### config.mk
export PLATFORM = sky130hd
export DESIGN_NAME = nusi_div_chain
export DESIGN_NICKNAME = d
export VERILOG_FILES = /design/src/rtl/nusi_pkg.sv /design/src/rtl/nusi_div_cell.sv /design/src/rtl/nusi_div_chain.sv
export SDC_FILE = /design/constraint.sdc
export NUM_CORES = 2
export LEC_CHECK = 0
export BUFFER_PORTS_ARGS = -buffer_cell sky130_fd_sc_hd__buf_2
export CAP_MARGIN = 20
export CELL_PAD_IN_SITES_DETAIL_PLACEMENT = 1
export CELL_PAD_IN_SITES_GLOBAL_PLACEMENT = 1
export CORE_ASPECT_RATIO = 0.5
export CORE_UTILIZATION = 35
export DETAILED_ROUTE_END_ITERATION = 10
export PLACE_DENSITY = 0.62
export RECOVER_POWER = 25
export SLEW_MARGIN = 20
export SYNTH_ARGS = -nofsm -noshare
export SYNTH_HDL_FRONTEND = slang
export SYNTH_HIERARCHICAL = 1
export SYNTH_SLANG_ARGS = --single-unit
### constraint.sdc
create_clock -name i_clk -period 4.22 [get_ports i_clk]
set_clock_uncertainty 0.1 [all_clocks]
set_input_delay 0.844 -clock i_clk [delete_from_list [all_inputs] [get_ports i_clk]]
set_output_delay 0.844 -clock i_clk [all_outputs]
set_load 0.01 [all_outputs]
### src/rtl/nusi_pkg.sv
// ----------------------------------------------------------------------------
// nusi_pkg - shared definitions for the nearest upsample source index block
// Widths, configuration register indexes and reset values.
// ----------------------------------------------------------------------------
`default_nettype none

package nusi_pkg;

    localparam int NUM_AXES  = 4;
    localparam int IDX_W     = 32;
    localparam int EXT_W     = 16;
    localparam int SCALE_W   = 16;
    localparam int CFG_W     = 64;
    localparam int CFG_IDX_W = 3;

    localparam logic [SCALE_W-1:0] SCALE_ONE    = 16'd256;
    localparam logic [CFG_W-1:0]   SCALES_RESET = 64'h0100_0100_0100_0100;

    typedef enum logic [CFG_IDX_W-1:0] {
        REG_OUT_EXT_A0  = 3'd0,
        REG_OUT_EXT_A1  = 3'd1,
        REG_OUT_EXT_A2  = 3'd2,
        REG_OUT_EXT_A3  = 3'd3,
        REG_IN_EXT_A1   = 3'd4,
        REG_IN_EXT_A2   = 3'd5,
        REG_IN_EXT_A3   = 3'd6,
        REG_AXIS_SCALES = 3'd7
    } t_reg_idx;

endpackage

`default_nettype wire

### src/rtl/nusi_div_cell.sv
// ----------------------------------------------------------------------------
// nusi_div_cell - one restoring division step
// Shifts one dividend bit into the partial remainder, subtracts the divisor
// when it fits and records one quotient bit; all state is registered.
// ----------------------------------------------------------------------------
`default_nettype none

module nusi_div_cell #(
    parameter int RW = 32,
    parameter int QB = 16,
    parameter int PW = 1
) (
    input  wire logic          i_clk,
    input  wire logic          i_rst_n,
    input  wire logic          i_en,
    input  wire logic          i_valid,
    input  wire logic [RW-1:0] i_rem,
    input  wire logic [QB-1:0] i_dvd,
    input  wire logic [QB-1:0] i_quo,
    input  wire logic [RW-1:0] i_div,
    input  wire logic [PW-1:0] i_pay,
    output logic               o_valid,
    output logic [RW-1:0]      o_rem,
    output logic [QB-1:0]      o_dvd,
    output logic [QB-1:0]      o_quo,
    output logic [PW-1:0]      o_pay
);

    logic            r_valid;
    logic [RW-1:0]   r_rem;
    logic [QB-1:0]   r_dvd;
    logic [QB-1:0]   r_quo;
    logic [PW-1:0]   r_pay;

    logic [RW:0]     w_trial;
    logic [RW:0]     w_diff;
    logic            w_fit;
    logic [RW-1:0]   n_rem;

    // trial subtract of the divisor from the shifted remainder
    always_comb begin
        w_trial = {i_rem, i_dvd[QB-1]};
        w_diff  = w_trial - {1'b0, i_div};
        w_fit   = (w_trial >= {1'b0, i_div});
        n_rem   = w_fit ? w_diff[RW-1:0] : w_trial[RW-1:0];
    end

    // valid bit of the beat in this cell
    always_ff @(posedge i_clk) begin
        if (!i_rst_n) begin
            r_valid <= 1'b0;
        end else if (i_en) begin
            r_valid <= i_valid;
        end
    end

    // advance remainder, dividend and quotient
    always_ff @(posedge i_clk) begin
        if (i_en) begin
            r_rem <= n_rem;
            r_dvd <= {i_dvd[QB-2:0], 1'b0};
            r_quo <= {i_quo[QB-2:0], w_fit};
            r_pay <= i_pay;
        end
    end

    assign o_valid = r_valid;
    assign o_rem   = r_rem;
    assign o_dvd   = r_dvd;
    assign o_quo   = r_quo;
    assign o_pay   = r_pay;

endmodule

`default_nettype wire

### src/rtl/nusi_div_chain.sv
// ----------------------------------------------------------------------------
// nusi_div_chain - row of division cells
// Produces one quotient bit per cell, most significant first; the remainder
// comes out with the quotient after QB cells. Payload travels alongside.
// ----------------------------------------------------------------------------
`default_nettype none

module nusi_div_chain #(
    parameter int RW = nusi_pkg::IDX_W,
    parameter int QB = nusi_pkg::EXT_W,
    parameter int PW = 1
) (
    input  wire logic          i_clk,
    input  wire logic          i_rst_n,
    input  wire logic          i_en,
    input  wire logic          i_valid,
    input  wire logic [RW-1:0] i_rem,
    input  wire logic [QB-1:0] i_dvd,
    input  wire logic [RW-1:0] i_div,
    input  wire logic [PW-1:0] i_pay,
    output logic               o_valid,
    output logic [RW-1:0]      o_rem,
    output logic [QB-1:0]      o_quo,
    output logic [PW-1:0]      o_pay
);

    logic          w_valid [QB+1];
    logic [RW-1:0] w_rem   [QB+1];
    logic [QB-1:0] w_dvd   [QB+1];
    logic [QB-1:0] w_quo   [QB+1];
    logic [PW-1:0] w_pay   [QB+1];

    assign w_valid[0] = i_valid;
    assign w_rem[0]   = i_rem;
    assign w_dvd[0]   = i_dvd;
    assign w_quo[0]   = '0;
    assign w_pay[0]   = i_pay;

    // one cell per quotient bit
    for (genvar g = 0; g < QB; g++) begin : g_cell
        nusi_div_cell #(
            .RW (RW),
            .QB (QB),
            .PW (PW)
        ) u_cell (
            .i_clk   (i_clk),
            .i_rst_n (i_rst_n),
            .i_en    (i_en),
            .i_valid (w_valid[g]),
            .i_rem   (w_rem[g]),
            .i_dvd   (w_dvd[g]),
            .i_quo   (w_quo[g]),
            .i_div   (i_div),
            .i_pay   (w_pay[g]),
            .o_valid (w_valid[g+1]),
            .o_rem   (w_rem[g+1]),
            .o_dvd   (w_dvd[g+1]),
            .o_quo   (w_quo[g+1]),
            .o_pay   (w_pay[g+1])
        );
    end

    assign o_valid = w_valid[QB];
    assign o_rem   = w_rem[QB];
    assign o_quo   = w_quo[QB];
    assign o_pay   = w_pay[QB];

endmodule

`default_nettype wire

==> results_tabular.tex <==
\begin{tabular}{lr}
\hline
Metric & Value \\
\hline
\multicolumn{2}{l}{\textbf{Outcome}} \\
\quad Run status & complete, but fails checks \\
\quad Violations in the final reports & max-capacitance violations, max-slew violations \\
\multicolumn{2}{l}{\textbf{Global routing}} \\
\quad Met3 capacity usage during global routing & around 3.0\% \\
\quad Global Route met2 Usage & $\sim$43\% \\
\quad Antenna violations before repair & 12 \\
\quad Via count of the first global-routing pass & between 50k and 60k \\
\quad M1 GR Usage & between 30\% and 40\% \\
\quad GRT Overall Usage & 24.8\% \\
\quad Maximum number of pins on one net before global-route repair & between 60 and 70 \\
\quad Gr busiest metal & met2 \\
\quad Total congestion overflow & 0 \\
\quad First-pass GRT wire length & $\sim$330 mm \\
\multicolumn{2}{l}{\textbf{Critical path}} \\
\quad Worst setup path start & i\_div[8] \\
\quad Setup CP Type & in -> reg \\
\quad Type of origin of the critical path & input port \\
\quad Maximum fanout count along the critical path & 5 \\
\quad Startpoint of the worst register-to-register path & g\_cell[2].u\_cell/o\_dvd[15]\$\_DFFE\_PP\_ \\
\quad Count of cells along the worst register-to-register path & 12 \\
\quad Arrival time at the worst endpoint & roughly 4.4 ns \\
\quad Crit Reg-Reg Endpoint & g\_cell[3].u\_cell/o\_rem[30]\$\_DFFE\_PP\_ \\
\quad Element type at the critical path end & flop \\
\quad Required time worst endpoint & $\sim$4.6 ns \\
\quad Worst reg2reg setup slack & 0.29 ns \\
\quad Termination of the worst setup path & g\_cell[11].u\_cell/o\_rem[24]\$\_DFFE\_PP\_ \\
\multicolumn{2}{l}{\textbf{Flow run}} \\
\quad Maximum Capacitance Violations & 1 \\
\multicolumn{2}{l}{\textbf{Routing}} \\
\quad Number of DRC markers in iteration 0 & between 2k and 3k \\
\quad Vias per std cell & $\sim$5.4 \\
\quad Number of nets still failing antenna checks after routing & 0 \\
\quad Avg WL per Cell & $\sim$23 um \\
\quad Number of remaining DRC errors & 0 \\
\quad Via count & between 50k and 60k \\
\quad Count of TritonRoute iterations in the first routing pass & 5 \\
\quad Routed WL & 215 mm \\
\multicolumn{2}{l}{\textbf{CTS}} \\
\quad Clock tree root buffer cell & clkbuf\_16 \\
\quad Resized Gates After CTS & 0 \\
\quad Clock transition at the registers of the reported paths & 0.07 ns \\
\quad Number of sinks handled by clock tree synthesis & 800 \\
\quad H-tree depth & 3 \\
\quad Maximum root-to-sink buffer count & 3 \\
\quad Insertion delay of the later-clocked pin in the worst-skew pair & 0.73 ns \\
\quad CTS tree & yes \\
\quad Clock buffers created by TritonCTS & between 80 and 90 \\
\multicolumn{2}{l}{\textbf{Hold path}} \\
\quad Worst hold path depth & 1 \\
\quad Class of the tightest hold or removal check & in -> reg \\
\multicolumn{2}{l}{\textbf{Die}} \\
\quad Die span in y & just under 300 um \\
\quad Starting density of the core & between 30\% and 40\% \\
\quad Die boundary width & between 500 and 600 um \\
\quad Site row count & approximately 110 \\
\quad Core region area & $\sim$170000 um\^{}2 \\
\quad Die Area & $\sim$170000 um\^{}2 \\
\quad Count of pins on the block boundary & $\sim$140 \\
\multicolumn{2}{l}{\textbf{Yosys}} \\
\quad Netlist area before placement & 59500 um\^{}2 \\
\quad Cell count after synthesis & $\sim$6.3k \\
\quad Mean Syn Cell Area & 9.37 um\^{}2 \\
\quad Post-Syn Nets & 6959 \\
\quad Number of warnings reported in the yosys synthesis log & 6 \\
\multicolumn{2}{l}{\textbf{Pwr}} \\
\quad Standby leakage power & just over 0.03 uW \\
\quad Cell Int Power & 33400 uW \\
\quad Total net switching power & approximately 25000 uW \\
\quad Gate power share & 60.0\% \\
\quad Clock share of power & between 10\% and 20\% \\
\quad Total power per unit cell area & roughly 800 nW/um\^{}2 \\
\quad Sequential share of power & a little over a quarter \\
\quad Max IR drop VDD & between 0.0003 and 0.0004 V \\
\quad Switching part of the total power & a little over two fifths \\
\multicolumn{2}{l}{\textbf{STA}} \\
\quad Clock period minus final worst setup slack & roughly 4 ns \\
\quad Final critical-path setup slack & around 0.23 ns \\
\quad Setup\_tns & 0 ns \\
\quad Worst slew pin tran & roughly 2.6 ns \\
\quad Max Fclk & approximately 250 MHz \\
\quad RSZ-0062 raised after global routing & no \\
\quad Final Slew Violations & slightly below 60 \\
\quad Final count of hold timing violations & 0 \\
\quad Setup violators final & 0 \\
\quad Relative max-transition margin & -76.1\% \\
\quad Final period utilization & 94.5\% \\
\multicolumn{2}{l}{\textbf{Place}} \\
\quad DP Worst Slack & -0.582 ns \\
\quad Count of port buffers added during placement & 134 \\
\quad Total half-perimeter wirelength after legalization and detailed placement & approximately 170 mm \\
\quad Final estimated routing congestion in global placement & 0.934 \\
\multicolumn{2}{l}{\textbf{Cells and area}} \\
\quad Share of cells above drive strength 1 & 18.7\% \\
\quad Net count of the finished layout & about 7.8k \\
\quad Number of fillers in the final layout & between 15k and 20k \\
\quad Area delta synth->final & 21.3\% \\
\hline
\end{tabular}
==> final cells by class <==
type | instances | area [um^2] | share of cell area, %
antenna | 2 | 5.00 | 0.00694
clock buffer | 92 | 2150 | 2.98
clock inverter | 64 | 684 | 0.949
inverter | 608 | 2280 | 3.16
multi-input combinational | 4653 | 31900 | 44.2
sequential | 800 | 23900 | 33.1
tap | 2268 | 2840 | 3.93
timing repair buffer | 1064 | 8430 | 11.7
==> timing repair <==
| action | 4_1_cts | 5_1_grt |
|---|---|---|
| hold endpoints to repair | 0 | 0 |
| hold buffers | 0 | 0 |
| setup endpoints to repair | 0 | 18 |
| setup buffers | 0 | 1 |
==> critical path, cell delays in order <==
cell and delay, ns:
buf_2 0.12, buf_12 0.16, buf_12 0.12, inv_1 0.18, ha_1 0.37, nand4_1 0.14, or4_1 0.52, a21oi_1 0.18
nor3_1 0.14, a211oi_2 0.27, o21ai_2 0.14, o31ai_4 0.50, buf_4 0.21, buf_4 0.12, nand4_1 0.14, o21ai_0 0.20
==> cells in the final DEF (no fill, tap or decap), types with 19 or more instances in the layout <==
master	n
ha_1	512
o21bai_1	48
xnor2_1	243
nor3_1	32
and4_1	32
a211o_1	19
buf_2	133
nand2b_1	51
a211oi_1	48
mux2i_1	35
o41ai_1	19
nor2_1	563
o211ai_1	64
inv_1	608
a21o_1	192
a21oi_1	890
o21a_1	96
o22ai_1	32
nor2b_1	61
buf_4	858
o21ai_0	256
nand2_1	419
clkbuf_16	85
edfxtp_1	784
or4_1	29
nand3_1	128
nand4_1	125
mux2_2	96
buf_12	63
nor4_1	64
a31oi_1	80
mux2_1	64
and2_1	29
a2bb2oi_1	32
xor2_1	189
==> routing by layer <==
layer  routed length, um  share of wire, %
met1               97800                45
met2              103000                48
met3                8600               4.0
met4                6280               2.9
met5                  12            0.0056
==> stage by stage <==
| step | instances | hold slack, ns | cell area, um^2 | utilization (%) | power, uW |
|---|---|---|---|---|---|
| CTS | 9546 | 0.123 | 72200 | 43.0 | 58900 |
| global route | 9549 | 0.148 | 72100 | 43.0 | 62800 |
| detailed placement | 9390 | 0.305 | 69300 | 41.3 | 50500 |
| finish | 9551 | 0.191 | 72200 | 43.0 | 58700 |
| floorplan | 6346 | 0.300 | 59500 | - | 36700 |
| global placement | 9390 | 0.300 | 69300 | 41.3 | 49600 |
==> power by group through the flow <==
stage	sequential [uW]	combinational, uW	clock [uW]
after global placement	15700	33900	0
after detailed placement	15700	34800	0
final	15500	35200	7990
after global routing	15700	38600	8490
after floorplan	14300	22400	0
after CTS	15500	35100	8260
==> flip-flops by register name, indices dropped and copies added (netlist names) <==
signal                 flops
g_cell.u_cell/o_quo      136
g_cell.u_cell/o_valid     16
g_cell.u_cell/o_rem      512
g_cell.u_cell/o_dvd      120
g_cell.u_cell/o_pay       16
==> worst min path at each step <==
stage,startpoint,end,slack [ns]
2_1_floorplan,g_cell[9].u_cell/o_dvd[10]$_DFFE_PP_,g_cell[10].u_cell/o_dvd[11]$_DFFE_PP_,0.30
3_3_place_gp,g_cell[11].u_cell/o_quo[10]$_DFFE_PP_,g_cell[12].u_cell/o_quo[11]$_DFFE_PP_,0.30
3_5_place_dp,g_cell[5].u_cell/o_dvd[7]$_DFFE_PP_,g_cell[6].u_cell/o_dvd[8]$_DFFE_PP_,0.31
4_1_cts,i_dvd[11],g_cell[0].u_cell/o_dvd[12]$_DFFE_PP_,0.12
5_1_grt,i_dvd[11],g_cell[0].u_cell/o_dvd[12]$_DFFE_PP_,0.15
6_report,i_dvd[11],g_cell[0].u_cell/o_dvd[12]$_DFFE_PP_,0.19
No activity file was read; power rests on OpenSTA's default activity.
